## src/design/ptl_pkg.sv

```systemverilog
package ptl_pkg;

  localparam int MAX_NEST_DEF = 255;

  // Event kinds carried by a result word.
  localparam logic EV_BYTE = 1'b0;
  localparam logic EV_END  = 1'b1;

  // Token types reported on a token end.
  localparam logic [3:0] TT_ERROR      = 4'd0;
  localparam logic [3:0] TT_NUMBER     = 4'd1;
  localparam logic [3:0] TT_NAME       = 4'd2;
  localparam logic [3:0] TT_STRING     = 4'd3;
  localparam logic [3:0] TT_HEX        = 4'd4;
  localparam logic [3:0] TT_ARR_BEGIN  = 4'd5;
  localparam logic [3:0] TT_ARR_END    = 4'd6;
  localparam logic [3:0] TT_DICT_BEGIN = 4'd7;
  localparam logic [3:0] TT_DICT_END   = 4'd8;
  localparam logic [3:0] TT_NULL       = 4'd9;
  localparam logic [3:0] TT_TRUE       = 4'd10;
  localparam logic [3:0] TT_FALSE      = 4'd11;
  localparam logic [3:0] TT_OPERATOR   = 4'd12;

  // Lexer state apart from the string nesting depth, whose width is a parameter.
  typedef struct packed {
    logic [3:0] mode;
    logic [7:0] oct_val;
    logic [1:0] oct_cnt;
    logic [1:0] wclass;
    logic [5:0] kw;      // {byte count saturating at 7, null/true/false still matching}
  } lex_state_t;

  typedef struct packed {
    logic       kind;
    logic [7:0] data;
    logic [3:0] ttype;
    logic       last;
  } res_t;

endpackage

```

## src/design/ptl_if.sv

```systemverilog
interface ptl_in_if;
  logic       valid;
  logic       ready;
  logic [7:0] in_byte;
  logic       end_of_stream;

  modport source (output valid, output in_byte, output end_of_stream, input ready);
  modport sink   (input valid, input in_byte, input end_of_stream, output ready);
endinterface

interface ptl_out_if;
  logic       valid;
  logic       ready;
  logic       event_kind;
  logic [7:0] content_byte;
  logic [3:0] token_type;
  logic       run_last;

  modport source (output valid, output event_kind, output content_byte,
                  output token_type, output run_last, input ready);
  modport sink   (input valid, input event_kind, input content_byte,
                  input token_type, input run_last, output ready);
endinterface

```

## src/design/pdf_token_lexer_top.sv

```systemverilog
// Channel   Dir  Payload (bits)                                              Handshake
// in_ch     in   in_byte[8], end_of_stream[1]                                valid/ready
// out_ch    out  event_kind[1], content_byte[8], token_type[4], run_last[1]  valid/ready
//
// One byte is taken per cycle while the output keeps up; its results pass through the
// input register and then the output register. The output register holds the up to
// two results of one byte and sends one word per cycle while out_ch.ready is high, so
// a byte that yields two results holds the input until its second word leaves.
// Output stalls propagate back through the input register to in_ch.ready.
// rst_n is synchronous and active low; it returns the lexer to idle between tokens.
module pdf_token_lexer_top #(
  parameter int MAX_NEST = ptl_pkg::MAX_NEST_DEF
) (
  input  logic      clk,
  input  logic      rst_n,
  ptl_in_if.sink    in_ch,
  ptl_out_if.source out_ch
);

  localparam int DW = $clog2(MAX_NEST + 1);

  logic                ivld_r;
  logic [7:0]          ibyte_r;
  logic                ieos_r;
  ptl_pkg::lex_state_t st_r;
  ptl_pkg::lex_state_t st_nxt;
  logic [DW-1:0]       depth_r;
  logic [DW-1:0]       depth_nxt;
  ptl_pkg::res_t       ores_r [2];
  ptl_pkg::res_t       res0_nxt;
  ptl_pkg::res_t       res1_nxt;
  ptl_pkg::res_t       head;
  logic [1:0]          n_nxt;
  logic [1:0]          ocnt_r;
  logic                osel_r;
  logic                out_pop;
  logic                out_free;
  logic                step_go;

  ptl_step #(.MAX_NEST(MAX_NEST)) u_step (
    .c         (ibyte_r),
    .eos       (ieos_r),
    .st        (st_r),
    .depth     (depth_r),
    .st_nxt    (st_nxt),
    .depth_nxt (depth_nxt),
    .res0      (res0_nxt),
    .res1      (res1_nxt),
    .n_res     (n_nxt)
  );

  assign head     = osel_r ? ores_r[1] : ores_r[0];
  assign out_pop  = (ocnt_r != 2'd0) && out_ch.ready;
  // The output register can take a new byte's results once its last word leaves.
  assign out_free = (ocnt_r == 2'd0) || (out_pop && ocnt_r == 2'd1);
  assign step_go  = ivld_r && out_free;
  assign in_ch.ready = !ivld_r || step_go;

  assign out_ch.valid        = (ocnt_r != 2'd0);
  assign out_ch.event_kind   = head.kind;
  assign out_ch.content_byte = head.data;
  assign out_ch.token_type   = head.ttype;
  assign out_ch.run_last     = head.last;

  always_ff @(posedge clk) begin
    if (!rst_n) begin
      ivld_r  <= 1'b0;
      st_r    <= '0;
      depth_r <= '0;
      ocnt_r  <= 2'd0;
      osel_r  <= 1'b0;
    end else begin
      if (in_ch.ready) begin
        ivld_r <= in_ch.valid;
      end
      if (step_go) begin
        st_r    <= st_nxt;
        depth_r <= depth_nxt;
        ocnt_r  <= n_nxt;
        osel_r  <= 1'b0;
      end else if (out_pop) begin
        ocnt_r <= ocnt_r - 2'd1;
        osel_r <= 1'b1;
      end
    end
  end

  always_ff @(posedge clk) begin
    if (in_ch.valid && in_ch.ready) begin
      ibyte_r <= in_ch.in_byte;
      ieos_r  <= in_ch.end_of_stream;
    end
    if (step_go) begin
      ores_r[0] <= res0_nxt;
      ores_r[1] <= res1_nxt;
    end
  end

endmodule

```

## src/design/ptl_step.sv

```systemverilog
module ptl_step #(
  parameter int MAX_NEST = ptl_pkg::MAX_NEST_DEF,
  localparam int DW = $clog2(MAX_NEST + 1)
) (
  input  logic [7:0]          c,
  input  logic                eos,
  input  ptl_pkg::lex_state_t st,
  input  logic [DW-1:0]       depth,
  output ptl_pkg::lex_state_t st_nxt,
  output logic [DW-1:0]       depth_nxt,
  output ptl_pkg::res_t       res0,
  output ptl_pkg::res_t       res1,
  output logic [1:0]          n_res
);

  localparam logic [3:0] M_IDLE    = 4'd0;
  localparam logic [3:0] M_COMMENT = 4'd1;
  localparam logic [3:0] M_WORD    = 4'd2;
  localparam logic [3:0] M_STRING  = 4'd3;
  localparam logic [3:0] M_ESCAPE  = 4'd4;
  localparam logic [3:0] M_OCTAL   = 4'd5;
  localparam logic [3:0] M_LT      = 4'd6;
  localparam logic [3:0] M_HEX     = 4'd7;
  localparam logic [3:0] M_GT      = 4'd8;

  localparam logic [1:0] WC_NUMBER = 2'd0;
  localparam logic [1:0] WC_NAME   = 2'd1;
  localparam logic [1:0] WC_OTHER  = 2'd2;

  localparam logic [DW-1:0] DEPTH_MAX = DW'(MAX_NEST);

  typedef struct packed {
    logic [3:0]    mode;
    logic [1:0]    wclass;
    logic [5:0]    kw;
    logic          emit;
    ptl_pkg::res_t res;
  } start_t;

  typedef struct packed {
    logic [3:0]    mode;
    logic [DW-1:0] depth;
    logic          emit;
    ptl_pkg::res_t res;
  } sbyte_t;

  function automatic ptl_pkg::res_t mk_byte(logic [7:0] b);
    ptl_pkg::res_t r;
    r.kind  = ptl_pkg::EV_BYTE;
    r.data  = b;
    r.ttype = ptl_pkg::TT_ERROR;
    r.last  = 1'b0;
    return r;
  endfunction

  function automatic ptl_pkg::res_t mk_end(logic [3:0] t);
    ptl_pkg::res_t r;
    r.kind  = ptl_pkg::EV_END;
    r.data  = 8'd0;
    r.ttype = t;
    r.last  = 1'b0;
    return r;
  endfunction

  function automatic logic is_space(logic [7:0] b);
    return b inside {8'h00, 8'h09, 8'h0A, 8'h0C, 8'h0D, 8'h20};
  endfunction

  function automatic logic is_delim(logic [7:0] b);
    return b inside {"%", "(", ")", "/", "<", ">", "[", "]", "{", "}"};
  endfunction

  function automatic logic [7:0] kw_char(logic [1:0] k, logic [2:0] pos);
    logic [7:0] ch;
    ch = 8'd0;
    case (k)
      2'd0: begin
        case (pos)
          3'd0: ch = "n";
          3'd1: ch = "u";
          3'd2: ch = "l";
          3'd3: ch = "l";
          default: ch = 8'd0;
        endcase
      end
      2'd1: begin
        case (pos)
          3'd0: ch = "t";
          3'd1: ch = "r";
          3'd2: ch = "u";
          3'd3: ch = "e";
          default: ch = 8'd0;
        endcase
      end
      default: begin
        case (pos)
          3'd0: ch = "f";
          3'd1: ch = "a";
          3'd2: ch = "l";
          3'd3: ch = "s";
          3'd4: ch = "e";
          default: ch = 8'd0;
        endcase
      end
    endcase
    return ch;
  endfunction

  function automatic logic [5:0] kw_upd(logic [5:0] kw, logic [7:0] b);
    logic [2:0] cnt;
    logic [2:0] alive;
    logic [2:0] len;
    cnt   = kw[5:3];
    alive = kw[2:0];
    for (logic [1:0] k = 2'd0; k < 2'd3; k++) begin
      len = (k == 2'd2) ? 3'd5 : 3'd4;
      if (alive[k] && (cnt >= len || kw_char(k, cnt) != b)) begin
        alive[k] = 1'b0;
      end
    end
    if (cnt != 3'd7) begin
      cnt = cnt + 3'd1;
    end
    return {cnt, alive};
  endfunction

  function automatic logic [3:0] word_type(logic [1:0] wclass, logic [5:0] kw);
    logic [3:0] t;
    if (wclass == WC_NUMBER) begin
      t = ptl_pkg::TT_NUMBER;
    end else if (wclass == WC_NAME) begin
      t = ptl_pkg::TT_NAME;
    end else if (kw[0] && kw[5:3] == 3'd4) begin
      t = ptl_pkg::TT_NULL;
    end else if (kw[1] && kw[5:3] == 3'd4) begin
      t = ptl_pkg::TT_TRUE;
    end else if (kw[2] && kw[5:3] == 3'd5) begin
      t = ptl_pkg::TT_FALSE;
    end else begin
      t = ptl_pkg::TT_OPERATOR;
    end
    return t;
  endfunction

  function automatic start_t start_tok(logic [7:0] b);
    start_t s;
    s.mode   = M_IDLE;
    s.wclass = WC_NUMBER;
    s.kw     = 6'd0;
    s.emit   = 1'b0;
    s.res    = mk_byte(b);
    if (is_space(b)) begin
      s.mode = M_IDLE;
    end else if (b == "%") begin
      s.mode = M_COMMENT;
    end else if (b == "(") begin
      s.mode = M_STRING;
    end else if (b == "<") begin
      s.mode = M_LT;
    end else if (b == ">") begin
      s.mode = M_GT;
    end else if (b == "[") begin
      s.emit = 1'b1;
      s.res  = mk_end(ptl_pkg::TT_ARR_BEGIN);
    end else if (b == "]") begin
      s.emit = 1'b1;
      s.res  = mk_end(ptl_pkg::TT_ARR_END);
    end else begin
      s.mode = M_WORD;
      if (b inside {["0":"9"], "+", "-", "."}) begin
        s.wclass = WC_NUMBER;
      end else if (b == "/") begin
        s.wclass = WC_NAME;
      end else begin
        s.wclass = WC_OTHER;
      end
      s.kw   = kw_upd(6'd7, b);
      s.emit = 1'b1;
    end
    return s;
  endfunction

  function automatic sbyte_t string_byte(logic [7:0] b, logic [DW-1:0] d);
    sbyte_t s;
    s.mode  = M_STRING;
    s.depth = d;
    s.emit  = 1'b1;
    s.res   = mk_byte(b);
    if (b == "\\") begin
      s.mode = M_ESCAPE;
      s.emit = 1'b0;
    end else if (b == "(") begin
      if (d >= DEPTH_MAX) begin
        s.mode  = M_IDLE;
        s.depth = '0;
        s.res   = mk_end(ptl_pkg::TT_ERROR);
      end else begin
        s.depth = d + DW'(1);
      end
    end else if (b == ")") begin
      if (d == '0) begin
        s.mode = M_IDLE;
        s.res  = mk_end(ptl_pkg::TT_STRING);
      end else begin
        s.depth = d - DW'(1);
      end
    end
    return s;
  endfunction

  ptl_pkg::lex_state_t s;
  logic [DW-1:0]       d;
  ptl_pkg::res_t       r [2];
  logic [1:0]          n;
  start_t              sv;
  sbyte_t              sb;
  logic [7:0]          oct_v;

  always_comb begin
    s     = st;
    d     = depth;
    n     = 2'd0;
    r[0]  = mk_byte(8'd0);
    r[1]  = mk_byte(8'd0);
    sv    = start_tok(c);
    sb    = string_byte(c, depth);
    oct_v = {st.oct_val[4:0], c[2:0]};

    if (eos) begin
      case (st.mode)
        M_WORD: begin
          r[0] = mk_end(word_type(st.wclass, st.kw));
          n    = 2'd1;
        end
        M_STRING, M_ESCAPE, M_OCTAL, M_LT, M_HEX, M_GT: begin
          r[0] = mk_end(ptl_pkg::TT_ERROR);
          n    = 2'd1;
        end
        default: begin
          n = 2'd0;
        end
      endcase
      s = '0;
      d = '0;
    end else begin
      case (st.mode)
        M_COMMENT: begin
          if (c == 8'h0A || c == 8'h0D) begin
            s.mode = M_IDLE;
          end
        end
        M_WORD: begin
          if (is_space(c) || is_delim(c)) begin
            // The delimiter that ends the word also opens the next token.
            r[0] = mk_end(word_type(st.wclass, st.kw));
            n    = 2'd1;
            s.mode = sv.mode;
            if (sv.mode == M_WORD) begin
              s.wclass = sv.wclass;
              s.kw     = sv.kw;
            end
            if (c == "(") begin
              d = '0;
            end
            if (sv.emit) begin
              r[1] = sv.res;
              n    = 2'd2;
            end
          end else begin
            s.kw = kw_upd(st.kw, c);
            r[0] = mk_byte(c);
            n    = 2'd1;
          end
        end
        M_STRING: begin
          s.mode = sb.mode;
          d      = sb.depth;
          if (sb.emit) begin
            r[0] = sb.res;
            n    = 2'd1;
          end
        end
        M_ESCAPE: begin
          if (c inside {["0":"7"]}) begin
            s.oct_val = {5'd0, c[2:0]};
            s.oct_cnt = 2'd1;
            s.mode    = M_OCTAL;
          end else begin
            s.mode = M_STRING;
            r[0]   = mk_byte(c);
            n      = 2'd1;
          end
        end
        M_OCTAL: begin
          if (c inside {["0":"7"]}) begin
            if (st.oct_cnt >= 2'd2) begin
              r[0]      = mk_byte(oct_v);
              n         = 2'd1;
              s.oct_val = 8'd0;
              s.oct_cnt = 2'd0;
              s.mode    = M_STRING;
            end else begin
              s.oct_val = oct_v;
              s.oct_cnt = st.oct_cnt + 2'd1;
            end
          end else begin
            // A short escape ends: its byte first, then this byte as plain string data.
            r[0]      = mk_byte(st.oct_val);
            n         = 2'd1;
            s.oct_val = 8'd0;
            s.oct_cnt = 2'd0;
            s.mode    = sb.mode;
            d         = sb.depth;
            if (sb.emit) begin
              r[1] = sb.res;
              n    = 2'd2;
            end
          end
        end
        M_LT: begin
          n = 2'd1;
          if (c == "<") begin
            s.mode = M_IDLE;
            r[0]   = mk_end(ptl_pkg::TT_DICT_BEGIN);
          end else if (c == ">") begin
            s.mode = M_IDLE;
            r[0]   = mk_end(ptl_pkg::TT_HEX);
          end else begin
            s.mode = M_HEX;
            r[0]   = mk_byte(c);
          end
        end
        M_HEX: begin
          n = 2'd1;
          if (c == ">") begin
            s.mode = M_IDLE;
            r[0]   = mk_end(ptl_pkg::TT_HEX);
          end else begin
            r[0] = mk_byte(c);
          end
        end
        M_GT: begin
          if (c == ">") begin
            s.mode = M_IDLE;
            r[0]   = mk_end(ptl_pkg::TT_DICT_END);
            n      = 2'd1;
          end else begin
            r[0] = mk_end(ptl_pkg::TT_ERROR);
            n    = 2'd1;
            s.mode = sv.mode;
            if (sv.mode == M_WORD) begin
              s.wclass = sv.wclass;
              s.kw     = sv.kw;
            end
            if (c == "(") begin
              d = '0;
            end
            if (sv.emit) begin
              r[1] = sv.res;
              n    = 2'd2;
            end
          end
        end
        default: begin
          s.mode = sv.mode;
          if (sv.mode == M_WORD) begin
            s.wclass = sv.wclass;
            s.kw     = sv.kw;
          end
          if (c == "(") begin
            d = '0;
          end
          if (sv.emit) begin
            r[0] = sv.res;
            n    = 2'd1;
          end
        end
      endcase
    end

    if (n != 2'd0) begin
      r[~n[0]].last = 1'b1;
    end
  end

  assign st_nxt    = s;
  assign depth_nxt = d;
  assign res0      = r[0];
  assign res1      = r[1];
  assign n_res     = n;

endmodule

```

## src/flat_wrapper.sv

```systemverilog
// flat-port wrapper written by rule: the top's interface ports become plain ports
module pdf_token_lexer_top_flat 
#(
  parameter int MAX_NEST = ptl_pkg::MAX_NEST_DEF
)
  (clk, rst_n, in_ch_valid, in_ch_in_byte, in_ch_end_of_stream, in_ch_ready, out_ch_valid, out_ch_event_kind, out_ch_content_byte, out_ch_token_type, out_ch_run_last, out_ch_ready);
  ptl_in_if in_ch_i ();
  ptl_out_if out_ch_i ();
  input  logic clk;
  input  logic rst_n;
  input wire logic [$bits(in_ch_i.valid)-1:0] in_ch_valid;
  input wire logic [$bits(in_ch_i.in_byte)-1:0] in_ch_in_byte;
  input wire logic [$bits(in_ch_i.end_of_stream)-1:0] in_ch_end_of_stream;
  output wire logic [$bits(in_ch_i.ready)-1:0] in_ch_ready;
  output wire logic [$bits(out_ch_i.valid)-1:0] out_ch_valid;
  output wire logic [$bits(out_ch_i.event_kind)-1:0] out_ch_event_kind;
  output wire logic [$bits(out_ch_i.content_byte)-1:0] out_ch_content_byte;
  output wire logic [$bits(out_ch_i.token_type)-1:0] out_ch_token_type;
  output wire logic [$bits(out_ch_i.run_last)-1:0] out_ch_run_last;
  input wire logic [$bits(out_ch_i.ready)-1:0] out_ch_ready;
  assign in_ch_i.valid = in_ch_valid;
  assign in_ch_i.in_byte = in_ch_in_byte;
  assign in_ch_i.end_of_stream = in_ch_end_of_stream;
  assign in_ch_ready = in_ch_i.ready;
  assign out_ch_valid = out_ch_i.valid;
  assign out_ch_event_kind = out_ch_i.event_kind;
  assign out_ch_content_byte = out_ch_i.content_byte;
  assign out_ch_token_type = out_ch_i.token_type;
  assign out_ch_run_last = out_ch_i.run_last;
  assign out_ch_i.ready = out_ch_ready;
  pdf_token_lexer_top #(.MAX_NEST(MAX_NEST)) u_core (.clk(clk), .rst_n(rst_n), .in_ch(in_ch_i), .out_ch(out_ch_i));
endmodule
```

## config.mk

```make
export PLATFORM = sky130hd
export DESIGN_NAME = pdf_token_lexer_top_flat
export DESIGN_NICKNAME = d
export VERILOG_FILES = /design/src/design/ptl_pkg.sv /design/src/design/ptl_if.sv /design/src/design/pdf_token_lexer_top.sv /design/src/design/ptl_step.sv /design/src/flat_wrapper.sv
export SDC_FILE = /design/constraint.sdc
export NUM_CORES = 1
export LEC_CHECK = 0
export ABC_AREA = 1
export BUFFER_PORTS_ARGS = -buffer_cell sky130_fd_sc_hd__buf_2
export CAP_MARGIN = 20
export CORE_AREA = 2 2 119 121
export DETAILED_ROUTE_END_ITERATION = 10
export DIE_AREA = 0 0 121 123
export HOLD_SLACK_MARGIN = 0.02
export REMOVE_ABC_BUFFERS = 1
export SLEW_MARGIN = 20
export SYNTH_ARGS = -nofsm -noshare
export SYNTH_HDL_FRONTEND = slang
export SYNTH_SLANG_ARGS = --single-unit
```

## constraint.sdc

```tcl
create_clock -name clk -period 2.6 [get_ports clk]
set_input_delay 0.13 -clock clk [delete_from_list [all_inputs] [get_ports clk]]
set_output_delay 0.13 -clock clk [all_outputs]
set_load 0.01 [all_outputs]
```

After elaboration in Yosys (flattened, before gate mapping)
Memory sizes are Yosys's and may differ from the RTL's.
Cells that the tools add are included.
{"block": "totals", "reg_bits": 43, "ramBits": 28, "in_bits": 13, "out_inout_bits": 16, "wordCells": 271, "n_memories": 1}
{"block": "op_classes", "n_addsub": 5, "n_lt_le_gt_ge": 9, "n_eq_ne": 55, "n_mux": 136, "bitwise": 3, "n_reduce_logical": 48}
{"name": "u_core.ores_r", "depth": 2, "word_bits": 14, "rd": 2, "rd_ports_with_merged_regs": 0, "write_ports": 2, "line": "pdf_token_lexer_top.sv:29", "rtl": "ptl_pkg::res_t ores_r [2];"}
{"cell": "two-way mux 8 bit", "n": 40}
{"cell": "two-way mux 14 bit", "n": 18}
{"cell": "two-way mux 23 bit", "n": 5}
{"cell": "case mux 14 bit (8 select lines)", "n": 1}
{"cell": "== test 8 x 6 -> 1 bit (second input constant)", "n": 10}
{"cell": "two-way mux 4 bit", "n": 13}
{"cell": "!= test 8 bit", "n": 6}
{"cell": "case mux 14 bit (3 select lines)", "n": 1}
{"cell": "== test 8 x 7 -> 1 bit (second input constant)", "n": 5}
{"cell": "two-way mux 10 bit", "n": 4}
{"cell": "case mux 8 bit (5 select lines)", "n": 1}
{"cell": "two-way mux 13 bit", "n": 3}
{"cell": "case mux 7 bit (5 select lines)", "n": 1}
{"cell": "== test 8 x 4 -> 1 bit (second input constant)", "n": 4}
{"cell": "case mux 4 bit (8 select lines)", "n": 1}
{"cell": "bitwise mux 28 bit", "n": 1}
{"cell": "two-way mux 28 bit", "n": 1}
{"cell": "case mux 14 bit (2 select lines)", "n": 1}
{"cell": "case mux 7 bit (4 select lines)", "n": 1}
{"cell": "two-way mux 2 bit", "n": 13}
{"cell": "two-way mux 12 bit", "n": 2}
{"cell": "case mux 8 bit (3 select lines)", "n": 1}
{"cell": "two-way mux 22 bit", "n": 1}
{"cell": "two-way mux 3 bit", "n": 7}
{"cell": "50 further kinds", "n": 115}

Longest topological paths before layout
Gate-level depths: netlist of the first run.
{"block": "logic_depth", "ltp_word": 29, "depth_mapped": 17, "depth_no_buf": 15}

By module
Synthesis of the first run repeated with hierarchy kept, for this count alone.
{"block": "unflattened", "hier_cells": 988, "area_unflattened_um2": 6466.2}
{"module": "ptl_step", "n_inst": 1, "cells_per_inst": 770, "area_each_um2": 3867.5, "seq_area_each_um2": 0.0}
{"module": "pdf_token_lexer_top", "n_inst": 1, "cells_per_inst": 218, "area_each_um2": 2598.7, "seq_area_each_um2": 1791.7}

Worst setup path before layout of the first run
Ideal clock, no wire load.
{"block": "synth_path", "path_kind": "reg-to-reg", "start": "register u_core.ocnt_r[0]", "end": "register u_core.ocnt_r[1]", "setup_ns": 0.081, "t_arrival_ns": 2.283, "slack_ns": 0.236, "path_stages_with_launch": 8, "n_path_buf": 1, "period_less_slack_ns": 2.364, "cell_sequence": "dfxtp_1 > inv_1 > ha_1 > a21oi_1 > nor2_1 > clkbuf_1 > o21ai_0 > a21oi_1"}
{"block": "synth_via", "elab_chain_cells": 6, "elab_cells_between_ends": 11}
{"element": "start, declared", "line": "pdf_token_lexer_top.sv:34", "rtl": "logic [1:0] ocnt_r;"}
{"element": "start signal, assigned", "line": "pdf_token_lexer_top.sv:79", "rtl": "ocnt_r <= n_nxt;"}
{"element": "start signal, assigned", "line": "pdf_token_lexer_top.sv:82", "rtl": "ocnt_r <= ocnt_r - 2'd1;"}
{"element": "nonzero test 2 bit", "line": "pdf_token_lexer_top.sv:53", "rtl": "assign out_pop = (ocnt_r != 2'd0) && out_ch.ready;"}
{"element": "logical AND 1 bit", "line": "pdf_token_lexer_top.sv:53"}
{"element": "logical AND 1 bit", "line": "pdf_token_lexer_top.sv:55", "rtl": "assign out_free = (ocnt_r == 2'd0) || (out_pop && ocnt_r == 2'd1);"}
{"element": "logical OR 1 bit (*)", "line": "pdf_token_lexer_top.sv:55"}
{"element": "logical AND 1 bit (*)", "line": "pdf_token_lexer_top.sv:56", "rtl": "assign step_go = ivld_r && out_free;"}
{"element": "named net u_core.step_go", "line": "pdf_token_lexer_top.sv:38", "rtl": "logic step_go;"}
{"element": "two-way mux 2 bit or nonzero test 2 bit (tied branches)"}
The timed path passes the listed nets; every way through them passes the cells marked *. The select of a mux whose other input is x is not followed.
A chain may end at the register's enable or synchronous reset.

==> impl_metrics.yaml, run 1 <==
status:
  status: "finished, final reports clean"
clock_tree:
  cts_sinks: 70
  cts_tree: "yes"
  insertion_delay_ns: 0.35
  cts_buffer_depth: 2
  cts-htree-levels: 3
  cts_buffers: 9
  root_buffer: "clkbuf_16"
  cts.clk_slew.worst_paths_ns: 0.06
setup_path:
  rrSetupSlack_ns: 0.12
  cpPeakStageDelay_ns: 0.51
  path_common_cell: "nand2_1"
  cp_cell_sequence: "inv_2 > nand2_2 > nor2_4 > nand2_2 > nand2_4 > nor2_4 > nand2_1 > nor2_1 > nand3_2 > nand3_1 > a21oi_1 > nand2_1 > nand2_1 > inv_1"
  slowest_stage: "edfxtp_1"
  r2r-end: "u_core.ores_r[0][5]"
  crit_type: "reg2reg"
  worstReg2RegStart: "u_core.ibyte_r[4]"
  start_kind: "flop"
  worst_r2r_path_depth: 14
  endpoint_kind: "flop"
  critPathArrivalTime_ns: 2.59
  critPathMaxFanout: 6
  crit_required_ns: 2.71
layout:
  areaGrowthSynthToFinish_pct: 19.4
  drive_above_1_share_pct: 20.5
  nFillCells: 1417
  fin_nets: 866
  n_antenna_cell: 0
floorplanning:
  rows: 43
  die_area_um2: 14900
  die_h_um: 123
  io_pins: 29
  fp.dieW_um: 121
  core-area_um2: 13600
  initial_utilization_pct: 39.5
pwr:
  p_total_mw: 3.96
  p_per_area_nw_per_um2: 617
  vdd_drop_max_mv: 0.302
  leakage_nw: 2.82
synth:
  synth_commonest_cells: "nand2_1, nor2_1, inv_1"
  syn-cell-area_um2: 5380
  netlist.area_leader.share_pct: 20.1
  synth.distinct_cells: 50
  async_reset_ff_share_pct: 0
  yosys_register_bits: 70
  yosys_warnings: 0
  synth_area_leader_cell: "edfxtp_1"
  synth_edf_count: 36
  synth_area_leaders: "edfxtp_1, dfxtp_1, nand2_1"
  synth_seq_area_share_pct: 32.8
  synth_top_flop_cell: "edfxtp_1"
  syn_avg_cell_area_um2: 6.99
  syn_inst: 769
  synth_most_common_cell: "nand2_1"
timing:
  finalSetupViolations: 0
  worst_slack_ns: 0.117
  finalMaxSlewViolations: 0
  hold_viol: 0
  rsz0062_at_grt: "false"
  finalCritPeriodShare_pct: 95.5
  slew_headroom_pct: 51.1
  skew_ns: 0.00824
  fmax_mhz: 403
  min_period_ns: 2.48
  worst_slew_pin_slew_ns: 0.733
detailed_routing:
  routed_wl_um: 17900
  postRouteAntennaNets: 0
  post_drt_wl_per_cell_um: 17.4
  dr.max_layer_used: "met4"
  met3WireLength_um: 1320
  vias: 5594
  drc_errors: 0
  first_pass_iters: 6
  drtIter0Drc: 558
  wirelength_met1_um: 7980
  wl_met2_um: 7710
  avgViaCountPerCell: 5.45
placed_design:
  place_hpwl_um: 13800
  port_buffers: 28
  pre_cts_ws_ns: 0.135
  gp_congestion: 1.01
global_routing:
  grt_max_degree: 29
  grt_pass1_vias: 5262
  antenna_found_initial: 0
  grt-ovfl-total: 0
  grtUsageTotal_pct: 24.7
  grt_pass1_wl_um: 28200
min_path:
  min_path_type: "in2reg"
  holdPathEnd: "u_core.ivld_r"
  min_from: "in_ch_valid"
  holdPathStages: 3
job:
  drv_cap: 0
==> state kept, by name (all words and copies together) (netlist names) <==
| signal | flops |
|---|---|
| u_core.depth_r | 8 |
| u_core.ibyte_r | 8 |
| u_core.ieos_r | 1 |
| u_core.ivld_r | 1 |
| u_core.ocnt_r | 2 |
| u_core.ores_r | 27 |
| u_core.osel_r | 1 |
| u_core.st_r | 22 |
==> power by group <==
group	internal (mW)	total, mW	switching [mW]
combinational	0.422	1.17	0.751
clock	0.855	1.38	0.525
sequential	1.31	1.41	0.0958
total	2.59	3.96	1.37
==> worst max path at each step <==
stage                            from                   to  slack, ns
global placement    u_core.ibyte_r[3]  u_core.ores_r[0][5]      -0.04
floorplan            u_core.ocnt_r[0]      u_core.st_r[13]      -0.74
global route        u_core.ibyte_r[4]  u_core.ores_r[0][5]       0.01
CTS                 u_core.ibyte_r[3]  u_core.ores_r[0][5]       0.11
detailed placement  u_core.ibyte_r[3]  u_core.ores_r[0][5]       0.14
finish              u_core.ibyte_r[4]  u_core.ores_r[0][5]       0.12
==> final cells by class <==
type	count	area, µm²	share of cell area, %
Clock buffer	9	225	3.51
Clock inverter	7	103	1.60
Inverter	99	378	5.88
Multi-Input combinational cell	572	3100	48.3
Sequential cell	70	1760	27.4
Tap cell	180	225	3.51
Timing Repair Buffer	90	628	9.78
==> cells in the final DEF, fill, tap and decap left out, types with 13 or more instances in the layout <==
master	instances
nand2_1	162
nor2_1	88
inv_1	81
nand3_1	62
buf_4	53
o21ai_0	47
a21oi_1	38
edfxtp_1	36
dfxtp_1	34
buf_2	28
nand4_1	19
nand2_2	15
nor3_1	14
inv_2	13
mux2_2	13
==> stage by stage <==
stage | util (%) | TNS, ns | hold slack (ns) | cells | area (µm²)
6_report | 47.2 | 0 | 0.0944 | 1027 | 6420
5_1_grt | 47.2 | 0 | 0.120 | 1027 | 6420
4_1_cts | 46.8 | 0 | 0.0899 | 1021 | 6370
3_5_place_dp | 43.7 | 0 | 0.308 | 996 | 5950
3_3_place_gp | 43.7 | -0.0419 | 0.306 | 996 | 5950
2_1_floorplan | - | -18.22 | 0.229 | 741 | 5230
==> critical path: cells and delay by family (launching register included) <==
kind	cells	cell delay [ns]
AND/OR/NAND/NOR	11	1.28
flip-flops	1	0.51
buffers and inverters	2	0.23
AO/OA/AOI/OAI	1	0.21
==> repair_timing <==
item                                   in CTS  in global routing
setup endpoints to repair                   0                  2
resized for setup                           0                  3
buffers inserted                            0                  6
endpoints found under the hold margin       9                  0
hold buffers                                9                  0
==> logic make-up (layout without fill, tap and decap cells) <==
group | after synthesis | after routing | share of synthesized area, %
AO/OA/AOI/OAI | 141 | 141 | 15.8
flip-flops | 70 | 70 | 32.8
adder cells (fa/ha/maj) | 11 | 11 | 2.56
XOR/XNOR | 9 | 9 | 1.47
buffers and inverters | 127 | 205 | 9.80
multiplexers | 14 | 14 | 2.91
AND/OR/NAND/NOR | 397 | 397 | 34.7
==> layer usage <==
metal,up-vias,GRT usage (%)
met4,0,13.7
met2,248,37.4
met1,2545,33.3
met3,61,4.20
li1,2740,-
met5,-,0
Note: power is estimated with default switching activity, not from simulation.
==> run 2, diff against run 1 <==
--- a/config.mk
+++ b/config.mk
@@ -12,6 +12,7 @@
 export DETAILED_ROUTE_END_ITERATION = 10
 export DIE_AREA = 0 0 121 123
 export HOLD_SLACK_MARGIN = 0.02
+export PLACE_DENSITY_LB_ADDON = 0.2
 export REMOVE_ABC_BUFFERS = 1
 export SLEW_MARGIN = 20
 export SYNTH_ARGS = -nofsm -noshare
==> impl_metrics.yaml, run 2 (synthesis gave the netlist of run 1 again) <==
status:
  status: "finished, final reports clean"
global_routing:
  grtUsageTotal_pct: 26.2
  antenna_found_initial: 0
  grt-ovfl-total: 0
  grt_pass1_vias: 5457
  grt_pass1_wl_um: 29400
  grt_max_degree: 39
timing:
  worst_slew_pin_slew_ns: 0.795
  finalCritPeriodShare_pct: 94.1
  finalSetupViolations: 0
  finalMaxSlewViolations: 0
  hold_viol: 0
  skew_ns: 0.00876
  rsz0062_at_grt: "true"
  fmax_mhz: 409
  slew_headroom_pct: 46.9
  min_period_ns: 2.45
  fin_setup_tns_ns: 0
layout:
  nFillCells: 1445
  fin_area_um2: 6370
  final_cell_mix: "nand2_1, nor2_1, inv_1"
  reg_top3: "u_core.ores_r (27), u_core.st_r (22)"
  fin_nets: 862
  largest_register: "u_core.ores_r"
  largest_reg_flops: 27
  mostFrequentLayoutCell: "nand2_1"
  n_antenna_cell: 0
  areaGrowthSynthToFinish_pct: 18.5
  drive_above_1_share_pct: 20.2
setup_path:
  endpoint_kind: "flop"
  crit_type: "reg2reg"
  slowest_stage: "edfxtp_1"
  worst_r2r_path_depth: 14
  critPathArrivalTime_ns: 2.56
  r2r-end: "u_core.ores_r[0][5]"
  crit_required_ns: 2.71
  worstReg2RegStart: "u_core.ibyte_r[1]"
  rrSetupSlack_ns: 0.15
  startpoint: "u_core.ibyte_r[1]"
  cp_cell_sequence: "inv_2 > nand2_1 > nor2_2 > nor2_1 > nand2_1 > nand2_1 > nand2_4 > inv_1 > nand3_2 > nand3_1 > a21oi_1 > nand2_1 > nand2_1 > inv_1"
  critPathMaxFanout: 6
  crit_end: "u_core.ores_r[0][5]"
  cpPeakStageDelay_ns: 0.50
  start_kind: "flop"
  path_common_cell: "nand2_1"
pwr:
  intPower_mw: 2.45
  leakage_nw: 2.77
  vdd_drop_max_mv: 0.301
  power_frac_clock_pct: 31.3
  p_seq_share_pct: 36.9
  p_per_area_nw_per_um2: 600
  combinationalPowerShare_pct: 31.7
  swShare_pct: 35.9
  switchingPower_mw: 1.37
detailed_routing:
  first_pass_iters: 7
  post_drt_wl_per_cell_um: 18.6
  postRouteAntennaNets: 0
  drtIter0Drc: 491
  wirelength_met1_um: 8440
  met3WireLength_um: 1380
  avgViaCountPerCell: 5.55
  wl_met2_um: 8480
  routed_wl_um: 19000
  drc_errors: 0
  dr.max_layer_used: "met4"
  vias: 5674
floorplanning:
  initial_utilization_pct: 39.5
  io_pins: 29
  fp.dieW_um: 121
  rows: 43
  die_h_um: 123
  core-area_um2: 13600
  die_area_um2: 14900
placed_design:
  gp_congestion: 1.02
  place_hpwl_um: 14500
  placed_area_um2: 5910
  port_buffers: 28
clock_tree:
  cts_buffers: 9
  cts_sinks: 70
  root_buffer: "clkbuf_16"
  cts_buffer_depth: 2
  insertion_delay_ns: 0.35
  cts-htree-levels: 3
  cts.clk_slew.worst_paths_ns: 0.06
  cts_tree: "yes"
min_path:
  holdPathStages: 3
  min_path_type: "in2reg"
job:
  drv_cap: 0
-- run 2: cell types whose count changed in the layout (fill, tap and decap cells not counted) --
cell        previous run  this run
clkinvlp_4             0         2
clkbuf_16              9        10
inv_6                  3         1
inv_8                  1         0
bufinv_16              2         0
buf_4                 53        48
a31oi_2                0         1
clkbuf_1               0         2
inv_1                 81        80
a31oi_1                7         6
inv_4                  2         3
buf_12                 0         1
-- run 2: routing by layer --
layer	global-route usage (%)	vias to the layer above
met5	0	-
met4	10.3	0
met3	4.89	53
met2	42.0	252
met1	35.0	2637
li1	-	2732
-- run 2: layout make-up --
| class | count | area, µm² | area share (%) |
|---|---|---|---|
| clock buffers | 12 | 258 | 4.05 |
| well taps | 180 | 225 | 3.53 |
| inverters | 99 | 380 | 5.97 |
| clock inverters | 4 | 28.8 | 0.452 |
| flip-flops and latches | 70 | 1760 | 27.7 |
| repair buffers | 86 | 611 | 9.58 |
| multi-input cells | 572 | 3110 | 48.8 |
-- run 2: how the worst min path moves through the flow --
stage	startpoint	slack [ns]	endpoint
detailed placement	in_ch_in_byte[2]	0.31	u_core.ibyte_r[2]
global route	in_ch_valid	0.11	u_core.ivld_r
finish	in_ch_valid	0.09	u_core.ivld_r
CTS	in_ch_valid	0.09	u_core.ivld_r
global placement	in_ch_in_byte[2]	0.31	u_core.ibyte_r[2]
floorplan	in_ch_in_byte[0]	0.23	u_core.ibyte_r[0]
-- run 2: what timing repair did --
item                       4_1_cts  5_1_grt
hold buffers                     9        0
gates resized for setup          0        6
setup buffers                    3        5
hold endpoints to repair         9        0
setup endpoints to repair        1        9
pin swaps                        0        1
-- run 2: critical path: cells and delay by family (launching register included) --
family / cells / cell delay [ns]
AO/OA/AOI/OAI: 1 / 0.17
flip-flops: 1 / 0.50
AND/OR/NAND/NOR: 10 / 1.22
buffers and inverters: 3 / 0.31
-- run 2: power groups by stage --
stage | sequential (mW) | clock, mW | combinational (mW)
finish | 1.41 | 1.20 | 1.21
CTS | 1.42 | 1.22 | 1.18
global placement | 1.44 | 0 | 1.16
global route | 1.43 | 1.26 | 1.34
floorplan | 1.42 | 0 | 0.738
detailed placement | 1.44 | 0 | 1.15
-- run 2: per-stage QoR --
| stage | power, mW | std cells | setup WS, ns | hold slack [ns] | utilization (%) |
|---|---|---|---|---|---|
| after floorplan | 2.16 | 741 | -0.740 | 0.229 | - |
| final | 3.83 | 1023 | 0.154 | 0.0897 | 46.8 |
| after global routing | 4.03 | 1023 | -0.0634 | 0.113 | 46.8 |
| after global placement | 2.59 | 990 | -0.0639 | 0.306 | 43.4 |
| after CTS | 3.81 | 1018 | 0.0873 | 0.0949 | 46.3 |
| after detailed placement | 2.60 | 990 | 0.00947 | 0.308 | 43.4 |
